==> src/sv/gps_pkg.sv <==
`timescale 1ns / 1ps
// ----------------------------------------------------------------------------
// gps_pkg
// Shared types and constants of the path smoother: sizes, register indexes,
// controller states, datapath operations and the command and status groups.
// ----------------------------------------------------------------------------
package gps_pkg;

  localparam int MAX_POINTS    = 16;
  localparam int MAX_UP_SAMPLE = 4;
  localparam int WORK_DEPTH    = MAX_POINTS * MAX_UP_SAMPLE;
  localparam int PIDX_W        = $clog2(MAX_POINTS);
  localparam int CNT_W         = $clog2(MAX_POINTS + 1);
  localparam int WIDX_W        = $clog2(WORK_DEPTH);
  localparam int TOT_W         = $clog2(WORK_DEPTH + 1);

  localparam logic [18:0] WEIGHT_MAX = 19'd327679;
  localparam logic [31:0] SUM_MAX    = 32'hFFFF_FFFF;

  localparam logic [2:0] REG_TOLERANCE     = 3'd0;
  localparam logic [2:0] REG_DATA_WEIGHT   = 3'd1;
  localparam logic [2:0] REG_SMOOTH_WEIGHT = 3'd2;
  localparam logic [2:0] REG_UP_SAMPLE     = 3'd3;
  localparam logic [2:0] REG_MAX_ITER      = 3'd4;

  typedef struct packed {
    logic [31:0] tolerance;
    logic [18:0] data_weight;
    logic [18:0] smooth_weight;
    logic [2:0]  up_sample;
    logic [15:0] max_iterations;
  } cfg_t;

  typedef enum logic [4:0] {
    ST_LOAD, ST_CHECK, ST_INIT, ST_PASS, ST_RD1, ST_RD2, ST_RD3, ST_RD4,
    ST_D1, ST_M1, ST_R1, ST_U1, ST_D2, ST_M2, ST_R2, ST_U2, ST_WB, ST_PEND,
    ST_OUT_RD, ST_OUT_LAT, ST_OUT_WAIT
  } state_t;

  typedef enum logic [4:0] {
    OP_IDLE, OP_LOAD, OP_INIT, OP_PASS, OP_RD1, OP_RD2, OP_RD3, OP_RD4,
    OP_D1, OP_D2, OP_MUL_D, OP_MUL_S, OP_RND, OP_UPD, OP_WB, OP_PEND,
    OP_OUT_RD, OP_OUT_LAT, OP_OUT_WAIT
  } op_t;

  typedef struct packed {
    op_t op;
  } cmd_t;

  typedef struct packed {
    logic empty;
    logic short_path;
    logic init_last;
    logic wb_last;
    logic pass_done;
    logic out_done;
    logic out_last;
  } sts_t;

endpackage

==> src/sv/gps_ctrl.sv <==
`timescale 1ns / 1ps
// ----------------------------------------------------------------------------
// gps_ctrl
// Sequencer of the smoother: loading, work store fill, smoothing passes and
// result delivery, issued to the datapath as one operation per cycle.
// ----------------------------------------------------------------------------
module gps_ctrl (
  input  logic          clk,
  input  logic          rst_n,
  input  logic          in_valid,
  input  logic          in_end_of_path,
  output logic          in_stall,
  input  gps_pkg::sts_t sts,
  output gps_pkg::cmd_t cmd
);

  gps_pkg::state_t state_r, state_nxt;
  logic accept;

  assign in_stall = (state_r != gps_pkg::ST_LOAD);
  assign accept   = in_valid && (state_r == gps_pkg::ST_LOAD);

  always_ff @(posedge clk) begin
    if (!rst_n) begin
      state_r <= gps_pkg::ST_LOAD;
    end else begin
      state_r <= state_nxt;
    end
  end

  always_comb begin
    state_nxt = state_r;
    unique case (state_r)
      gps_pkg::ST_LOAD:     if (accept && in_end_of_path) state_nxt = gps_pkg::ST_CHECK;
      gps_pkg::ST_CHECK:    state_nxt = sts.empty ? gps_pkg::ST_LOAD : gps_pkg::ST_INIT;
      gps_pkg::ST_INIT: begin
        if (sts.init_last) begin
          state_nxt = sts.short_path ? gps_pkg::ST_OUT_RD : gps_pkg::ST_PASS;
        end
      end
      gps_pkg::ST_PASS:     state_nxt = gps_pkg::ST_RD1;
      gps_pkg::ST_RD1:      state_nxt = gps_pkg::ST_RD2;
      gps_pkg::ST_RD2:      state_nxt = gps_pkg::ST_RD3;
      gps_pkg::ST_RD3:      state_nxt = gps_pkg::ST_RD4;
      gps_pkg::ST_RD4:      state_nxt = gps_pkg::ST_D1;
      gps_pkg::ST_D1:       state_nxt = gps_pkg::ST_M1;
      gps_pkg::ST_M1:       state_nxt = gps_pkg::ST_R1;
      gps_pkg::ST_R1:       state_nxt = gps_pkg::ST_U1;
      gps_pkg::ST_U1:       state_nxt = gps_pkg::ST_D2;
      gps_pkg::ST_D2:       state_nxt = gps_pkg::ST_M2;
      gps_pkg::ST_M2:       state_nxt = gps_pkg::ST_R2;
      gps_pkg::ST_R2:       state_nxt = gps_pkg::ST_U2;
      gps_pkg::ST_U2:       state_nxt = gps_pkg::ST_WB;
      gps_pkg::ST_WB:       state_nxt = sts.wb_last ? gps_pkg::ST_PEND : gps_pkg::ST_D1;
      gps_pkg::ST_PEND:     state_nxt = sts.pass_done ? gps_pkg::ST_OUT_RD : gps_pkg::ST_PASS;
      gps_pkg::ST_OUT_RD:   state_nxt = gps_pkg::ST_OUT_LAT;
      gps_pkg::ST_OUT_LAT:  state_nxt = gps_pkg::ST_OUT_WAIT;
      gps_pkg::ST_OUT_WAIT: begin
        if (sts.out_done) begin
          state_nxt = sts.out_last ? gps_pkg::ST_LOAD : gps_pkg::ST_OUT_RD;
        end
      end
      default:              state_nxt = gps_pkg::ST_LOAD;
    endcase
  end

  always_comb begin
    cmd.op = gps_pkg::OP_IDLE;
    unique case (state_r)
      gps_pkg::ST_LOAD:     cmd.op = accept ? gps_pkg::OP_LOAD : gps_pkg::OP_IDLE;
      gps_pkg::ST_CHECK:    cmd.op = gps_pkg::OP_IDLE;
      gps_pkg::ST_INIT:     cmd.op = gps_pkg::OP_INIT;
      gps_pkg::ST_PASS:     cmd.op = gps_pkg::OP_PASS;
      gps_pkg::ST_RD1:      cmd.op = gps_pkg::OP_RD1;
      gps_pkg::ST_RD2:      cmd.op = gps_pkg::OP_RD2;
      gps_pkg::ST_RD3:      cmd.op = gps_pkg::OP_RD3;
      gps_pkg::ST_RD4:      cmd.op = gps_pkg::OP_RD4;
      gps_pkg::ST_D1:       cmd.op = gps_pkg::OP_D1;
      gps_pkg::ST_M1:       cmd.op = gps_pkg::OP_MUL_D;
      gps_pkg::ST_R1:       cmd.op = gps_pkg::OP_RND;
      gps_pkg::ST_U1:       cmd.op = gps_pkg::OP_UPD;
      gps_pkg::ST_D2:       cmd.op = gps_pkg::OP_D2;
      gps_pkg::ST_M2:       cmd.op = gps_pkg::OP_MUL_S;
      gps_pkg::ST_R2:       cmd.op = gps_pkg::OP_RND;
      gps_pkg::ST_U2:       cmd.op = gps_pkg::OP_UPD;
      gps_pkg::ST_WB:       cmd.op = gps_pkg::OP_WB;
      gps_pkg::ST_PEND:     cmd.op = gps_pkg::OP_PEND;
      gps_pkg::ST_OUT_RD:   cmd.op = gps_pkg::OP_OUT_RD;
      gps_pkg::ST_OUT_LAT:  cmd.op = gps_pkg::OP_OUT_LAT;
      gps_pkg::ST_OUT_WAIT: cmd.op = gps_pkg::OP_OUT_WAIT;
      default:              cmd.op = gps_pkg::OP_IDLE;
    endcase
  end

  // The point sequence always leaves write-back for the next point or the
  // pass decision.
  a_wb_next: assert property (@(posedge clk) disable iff (!rst_n)
    state_r == gps_pkg::ST_WB |=> state_r == gps_pkg::ST_D1 || state_r == gps_pkg::ST_PEND)
    else $error("write-back not followed by next point or pass end");

  // A held result keeps the controller waiting.
  a_out_hold: assert property (@(posedge clk) disable iff (!rst_n)
    state_r == gps_pkg::ST_OUT_WAIT && !sts.out_done |=> state_r == gps_pkg::ST_OUT_WAIT)
    else $error("left result wait before the transaction completed");

  // A pass only starts with a path of at least three stored points.
  a_pass_path: assert property (@(posedge clk) disable iff (!rst_n)
    state_r == gps_pkg::ST_PASS |-> !sts.short_path && !sts.empty)
    else $error("smoothing pass started on a short path");

endmodule

==> config.mk <==
export PLATFORM = sky130hd
export DESIGN_NAME = gps_ctrl
export DESIGN_NICKNAME = d
export VERILOG_FILES = /design/src/sv/gps_pkg.sv /design/src/sv/gps_ctrl.sv
export SDC_FILE = /design/constraint.sdc
export NUM_CORES = 1
export LEC_CHECK = 0
export BUFFER_PORTS_ARGS = -buffer_cell sky130_fd_sc_hd__buf_2
export CAP_MARGIN = 20
export CORE_AREA = 2 2 39 41
export CTS_BUF_LIST = sky130_fd_sc_hd__clkbuf_4
export CTS_CLUSTER_SIZE = 24
export DETAILED_ROUTE_END_ITERATION = 6
export DIE_AREA = 0 0 41 43
export HOLD_SLACK_MARGIN = 0.1
export PLACE_DENSITY = 0.76
export SLEW_MARGIN = 25
export SYNTH_ARGS = -nofsm -noshare
export SYNTH_HDL_FRONTEND = slang
export SYNTH_SLANG_ARGS = --single-unit
==> constraint.sdc <==
create_clock -name clk -period 1.3 [get_ports clk]
set_clock_uncertainty 0.05 [all_clocks]
set_input_delay 0.13 -clock clk [delete_from_list [all_inputs] [get_ports clk]]
set_output_delay 0.13 -clock clk [all_outputs]
set_load 0.02 [all_outputs]
# --- Word-level counts from Yosys, hierarchy flattened ---
# Cells that the tools add are included.
totals:
  regBits: 5
  out_inout_bits: 6
  elab_cells: 42
classes:
  eq_ne: 23
  n_mux: 11
  n_reduce_logical: 7
op_table:
  columns: ["cell", "n"]
  rows:
  - ["5-bit one-hot mux with 21 select lines", 1]
  - ["5-bit one-hot mux with 18 select lines", 1]
  - ["5-bit by 4-bit == test with 1-bit output, second input constant", 8]
  - ["5-bit two-way mux", 7]
  - ["5-bit == test, second input constant", 5]
  - ["5-bit by 3-bit == test with 1-bit output, second input constant", 4]
  - ["5-bit by 2-bit == test with 1-bit output, second input constant", 2]
  - ["5-bit by 1-bit == test with 1-bit output, second input constant", 1]
  - ["5-bit zero test", 1]
  - ["5-bit nonzero test", 1]
  - ["2-bit inequality test, second input constant", 2]
  - ["2-bit OR reduction", 2]
  - ["3-bit AND reduction", 1]
  - ["1-bit logical AND", 2]
  - ["2-bit two-way mux", 1]
  - ["2-bit by 1-bit inequality test with 1-bit output, second input constant", 1]
  - ["1-bit two-way mux", 1]

# --- Logic depth before layout (Yosys ltp) ---
# Gate-level depths: netlist (run 1).
depth:
  word_depth: 5
  depth_mapped: 6

# --- Worst setup path after synthesis (run 1) ---
# Ideal clock, no wire load.
synth_path:
  path_kind: "register to output"
  from: "register state_r[1]"
  to: "output port cmd[2] (netlist name)"
  t_arrival_ns: 1.206
  t_required_ns: 1.120
  slack_ns: -0.086
  stages_incl_launch_ff: 6
  n_path_buf: 1
  cell_sequence: "dfxtp_1 > buf_6 > nand2b_1 > nor2_1 > a21oi_1 > o21ai_0"
synth_rtl:
  columns: ["item", "line_no", "rtl"]
  rows:
  - ["start, declared", "gps_ctrl.sv:17", "gps_pkg::state_t state_r, state_nxt;"]
  - ["start signal, assigned", "gps_ctrl.sv:25", "state_r <= gps_pkg::ST_LOAD;"]
  - ["start signal, assigned", "gps_ctrl.sv:27", "state_r <= state_nxt;"]
  - ["end, declared", "gps_ctrl.sv:14", "output gps_pkg::cmd_t cmd"]

==> flow_metrics.tcl, run 1 <==
set metrics [dict create \
    result_of_the_run "finished, violations left" \
    failed_checks "setup timing" \
    synth_fa_ha_area_share_pct 0 \
    pre_cts_slack_ps -162.2 \
    initial_utilization_pct 42.41 \
    postLayoutSetupSlackWorst_ps -232.4 \
    regMostFlops "state_r" \
    tightest_pin_transition_ps 295.9 \
    power_density_nw_per_um2 453.2 \
    row_cnt 14 \
    timing.hold.worst.class "in -> reg" \
    biggestRegsByFlops "state_r (5)" \
    clock_insertion_delay_worst_skew_ps 250 \
    synth_compound_area_share_pct 33.90 \
    final.period_utilization_pct 117.9 \
    synth_simple_gate_area_share_pct 35.18 \
    initial_antenna_violation_count 0 \
    timing.slew.headroom_pct 80.28 \
    fillers 64 \
    syn-instance-count 82 \
    syn2layout_area_growth_pct 107.3 \
    fp.dieH_um 43 \
    number_of_setup_violations_in_the_final_report 10 \
    finalHoldViolCount 0 \
    dpl_cell_area_um2 813.3 \
    via_per_inst 6.503 \
    postRouteAntennaNets 0 \
    drive_gt1_share_pct 72.09 \
    firstDrtPassIters 4 \
    setup.worst_path.start_class "register" \
    antenna_cells_inserted 0 \
    yosysTopAreaCellShare_pct 17.06 \
    grt_overflow 0 \
    synth_top_family_by_area "simple AND/OR/NAND/NOR gates" \
    synth_top_area_cell "dfxtp_1" \
    drtIter0Drc 47 \
    clock-sinks 5 \
    synth_xor_xnor_area_share_pct 0 \
    htree_num_levels 1 \
    fin_area_um2 1216 \
    grt_usage_pct 35.78 \
    count_of_unique_library_cells_instantiated_by_yosys 36 \
    drt_drc 0 \
    nNetsFinal 141 \
    grt_pass1_vias 941 \
    design.core.area_um2 1384 \
    yosysWarningCount 0 \
    top_cells_by_area_in_the_synthesized_netlist "dfxtp_1 17%, nand2b_1 7.5%, nor2_1 6.4%" \
    avgRoutedWirePerCell_um 23.82 \
    number_of_vias_after_detailed_routing 943 \
    power.leakage_nw 0.4875 \
    synthMuxAreaShare_pct 3.412 \
    largest_register_ffs 5 \
    vdd_drop_max_mv 0.7628 \
    max-clock-path-buffers 2 \
    timing.setup.critical_path_class "reg -> out" \
    num_io_pins 17 \
    crit_path_max_fanout 7 \
    dp_hpwl_mm 1.324 \
    timing.critical_path.to_type "output port" \
    syn-cell-area_um2 586.8 \
    drv_slew 0 \
    timing.fmax_mhz 652.6 \
    syn_nets 93 \
    synth_area_per_cell_um2 7.156 \
    period_needed_ps 1532 \
    drt_wl_total_mm 3.454 \
    tritoncts "built" \
    critPathRequiredTime_ps 1120 \
    gp_routability_congestion 0.8257 \
    final_core_util_pct 87.88 \
    cp_data_arrival_time_ps 1350 \
    maxCapViolations 0 \
    clk_pin_slew_ps 50 \
    clock_tree.root_cell "clkbuf_4" \
    synth.yosys.seq_area_share_pct 17.06 \
    die_area_um2 1763 \
    port-buffer-count 16 \
    cts-buffers-inserted 3 \
    first_pass_grt_wire_length_mm 4.305 \
    die_width_um 41 \
    unrepaired_setup_endpoints_after_global_routing "yes" \
    grt_max_degree 9 \
    postSynthRegisterBits 5 \
]
==> synthesized netlist by cell type, drive strengths merged <==
| library cell | instances |
|---|---|
| a31o | 2 |
| a2bb2oi | 2 |
| nor4 | 2 |
| mux2i | 2 |
| buf | 7 |
| a21oi | 5 |
| nand2b | 7 |
| o22ai | 3 |
| nor2b | 2 |
| o211ai | 1 |
| a22oi | 2 |
| nand2 | 6 |
| a31oi | 3 |
| nor3 | 1 |
| nand3 | 2 |
| nand4b | 1 |
| or2 | 2 |
| o31a | 1 |
| inv | 3 |
| o31ai | 1 |
| nand3b | 2 |
| nor4b | 1 |
| a211o | 1 |
| o21ai | 7 |
| dfxtp | 5 |
| nor2 | 10 |
| o32ai | 1 |
==> per-stage QoR <==
step	hold WS (ps)	TNS (ps)	total power [mW]	cells
2_1_floorplan	194.6	0	0.2279	82
3_3_place_gp	325.3	-273.6	0.2814	127
3_5_place_dp	348.5	-549.3	0.2844	127
4_1_cts	116.7	-1092	0.5217	143
5_1_grt	158.4	-2031	0.5805	145
6_report	157.8	-1569	0.5512	145
==> critical path: stages, from the launching register on <==
cell and delay (ps):
dfxtp_4 380, nor2b_4 150, o21ai_2 130, a31oi_1 100
a31o_2 230, buf_6 130
==> per-layer routing <==
layer	track usage (%)	vias up	routed length, µm
li1	-	398	-
met1	39.35	438	1233
met2	60.62	84	1651
met3	3.665	23	343
met4	22.00	0	226
met5	0	-	0
==> cells in the final DEF, fill, tap and decap left out, types with 4 or more instances in the layout <==
cell type | netlist | routed
buf_2 | 4 | 11
nand2_1 | 5 | 5
dfxtp_4 | 0 | 5
o21ai_2 | 1 | 4
buf_4 | 1 | 25
nor2_1 | 10 | 6
clkbuf_4 | 0 | 4
a21oi_2 | 0 | 4
buf_6 | 2 | 11
nand2b_4 | 0 | 4
==> repair_timing <==
item,CTS,global route
gates cloned,0,0
endpoints found under the hold margin,1,0
pin swaps,9,9
endpoints found under the setup margin,10,11
hold buffers,1,0
setup buffers,11,3
resized for setup,49,20
==> logic make-up (layout without fill, tap and decap cells) <==
family	after synthesis	in the layout
AO/OA/AOI/OAI	29	29
multiplexers	2	2
buffers and inverters	10	57
AND/OR/NAND/NOR	36	36
flip-flops	5	5
==> cell type report <==
class	count	area (µm²)	share of cell area, %
Multi-Input combinational cell	67	621.8	51.13
Inverter	3	13.76	1.132
Sequential cell	5	118.9	9.774
Clock buffer	4	30.03	2.469
Timing Repair Buffer	50	411.6	33.85
Tap cell	16	20.02	1.646
==> power by group <==
group          switching [mW]  internal (mW)  total, mW  leakage (nW)
clock network          0.0673          0.137      0.204        0.0184
logic                  0.0932         0.0973      0.190         0.425
registers             0.00789          0.149      0.156        0.0444
==> path summary, 6_finish.rpt <==
path | startpoint | end | slack (ps) | cells after the start
worst max-delay path | state_r[3]$_SDFFE_PN0P_ | cmd[0] | -230 | 5
worst min-delay path | rst_n | state_r[1]$_SDFFE_PN0P_ | 160 | 3
worst min register to register | state_r[2]$_SDFFE_PN0P_ | state_r[2]$_SDFFE_PN0P_ | 510 | 2
worst max register to register | state_r[1]$_SDFFE_PN0P_ | state_r[3]$_SDFFE_PN0P_ | -220 | 5
(Power assumes the default switching activity.)
==> inputs of run 2 (changes only) <==
--- a/config.mk
+++ b/config.mk
@@ -13,7 +13,7 @@
 export DETAILED_ROUTE_END_ITERATION = 6
 export DIE_AREA = 0 0 41 43
 export HOLD_SLACK_MARGIN = 0.1
-export PLACE_DENSITY = 0.76
+export PLACE_DENSITY = 0.74
 export SLEW_MARGIN = 25
 export SYNTH_ARGS = -nofsm -noshare
 export SYNTH_HDL_FRONTEND = slang
==> constraint.sdc (replaced) <==
create_clock -name clk -period 1.92 [get_ports clk]
set_clock_uncertainty 0.05 [all_clocks]
set_input_delay 0.192 -clock clk [delete_from_list [all_inputs] [get_ports clk]]
set_output_delay 0.192 -clock clk [all_outputs]
set_load 0.02 [all_outputs]
==> flow_metrics.tcl, run 2 (synthesis gave the netlist of run 1 again) <==
set metrics [dict create \
    period_needed_ps 1754 \
    biggestRegsByFlops "state_r (5)" \
    power_density_nw_per_um2 433.7 \
    timing.setup.critical_path_class "reg -> out" \
    worstSetupEndpoint "cmd[0]" \
    fp.dieH_um 43 \
    drt_wl_total_mm 1.391 \
    initial_antenna_violation_count 0 \
    critPathRequiredTime_ps 1680 \
    row_cnt 14 \
    cts-buffers-inserted 3 \
    clk_pin_slew_ps 40 \
    fin_area_um2 698.2 \
    grt_max_degree 23 \
    number_of_setup_violations_in_the_final_report 0 \
    drt_drc 0 \
    timing.hold.worst.class "in -> reg" \
    postRouteAntennaNets 0 \
    clock_tree.root_cell "clkbuf_4" \
    die_area_um2 1763 \
    postLayoutSetupSlackWorst_ps 166.0 \
    die_width_um 41 \
    reg2reg_from "state_r[0]$_SDFFE_PN0P_" \
    most_used_cells_in_the_layout_excluding_fill_and_tap_cells "16 x buf_2, 10 x nor2_1, 7 x nand2b_1" \
    drtIter0Drc 13 \
    initial_utilization_pct 42.41 \
    design.core.area_um2 1384 \
    crit_path_max_fanout 13 \
    port-buffer-count 16 \
    grt_overflow 0 \
    regMostFlops "state_r" \
    reg2reg_to "state_r[0]$_SDFFE_PN0P_" \
    timing.slew.headroom_pct 72.97 \
    avgRoutedWirePerCell_um 12.10 \
    regToRegSetupSlack_ps 350 \
    drv_slew 0 \
    timing.fmax_mhz 570.1 \
    dpl_cell_area_um2 666.9 \
    fillers 153 \
    num_io_pins 17 \
    grt_pass1_vias 544 \
    pre_cts_slack_ps 256.7 \
    dp_hpwl_mm 1.066 \
    gp_routability_congestion 0.7900 \
    clock_insertion_delay_worst_skew_ps 240 \
    tritoncts "built" \
    cts_setup_buffers 0 \
    htree_num_levels 1 \
    largest_register_ffs 5 \
    grt_usage_pct 18.59 \
    r2r_cells 5 \
    clock-sinks 5 \
    startpoint "state_r[3]$_SDFFE_PN0P_" \
    cp_data_arrival_time_ps 1510 \
    power.leakage_nw 0.2754 \
    stdcell_count 115 \
    tightest_pin_transition_ps 404.9 \
    max-clock-path-buffers 2 \
    number_of_vias_after_detailed_routing 656 \
    timing.setup.tns_ps 0 \
    firstDrtPassIters 4 \
    final_common_cell "buf_2" \
    antenna_cells_inserted 0 \
    report.power.total_mw 0.3028 \
    result_of_the_run "finished clean" \
    vdd_drop_max_mv 0.2815 \
    timing.hold.worst.start "rst_n" \
    syn2layout_area_growth_pct 18.98 \
    setup.worst_path.start_class "register" \
    maxCapViolations 0 \
    first_pass_grt_wire_length_mm 2.263 \
    unrepaired_setup_endpoints_after_global_routing "no" \
    final.period_utilization_pct 91.35 \
    numPlacedInstances 111 \
    nNetsFinal 111 \
    finalHoldViolCount 0 \
    drive_gt1_share_pct 32.32 \
    timing.critical_path.to_type "output port" \
    via_per_inst 5.704 \
]
## run 2: stage by stage
stage | hold slack (ps) | util (%)
finish | 154.8 | 50.45
global route | 171.2 | 50.45
CTS | 145.6 | 50.45
global placement | 394.2 | 48.19
floorplan | 256.6 | -
detailed placement | 402.7 | 48.19
## run 2: area by class of cell
class	count	area, µm²	share of cell area [%]
multi-input cells	67	425.4	60.93
repair buffers	20	110.1	15.77
flip-flops and latches	5	101.3	14.52
clock buffers	4	30.03	4.301
well taps	16	20.02	2.867
inverters	3	11.26	1.613
## run 2: repair_timing
action / 4_1_cts / 5_1_grt
hold endpoints to repair: 0 / 0
hold buffers: 0 / 0
gates resized for setup: 1 / 0
endpoints found under the setup margin: 1 / 0
## run 2: how the worst min path moves through the flow
stage,cells after the start,slack [ps],endpoint
2_1_floorplan,2,260,state_r[4]$_SDFFE_PN0P_
3_3_place_gp,3,390,state_r[4]$_SDFFE_PN0P_
3_5_place_dp,3,400,state_r[4]$_SDFFE_PN0P_
4_1_cts,3,150,state_r[4]$_SDFFE_PN0P_
5_1_grt,3,170,state_r[4]$_SDFFE_PN0P_
6_report,3,150,state_r[4]$_SDFFE_PN0P_
## run 2: routing by layer
layer	track usage, %	wire (µm)	share of wire (%)
met4	10.00	5	0.36
met5	0	0	0
met1	24.19	617	44
met3	1.571	37	2.7
met2	28.75	730	52
## run 2: power by group
| group | switching, mW | internal (mW) | total (mW) |
|---|---|---|---|
| sequential | 0.00651 | 0.106 | 0.113 |
| combinational | 0.0302 | 0.0283 | 0.0585 |
| clock | 0.0392 | 0.0924 | 0.132 |
| total | 0.0758 | 0.227 | 0.303 |
## run 2: worst max-delay path, stage by stage (launching register included)
cell	delay [ps]
dfxtp_1	560
nor2_1	150
buf_4	180
a31o_2	230
buf_2	150
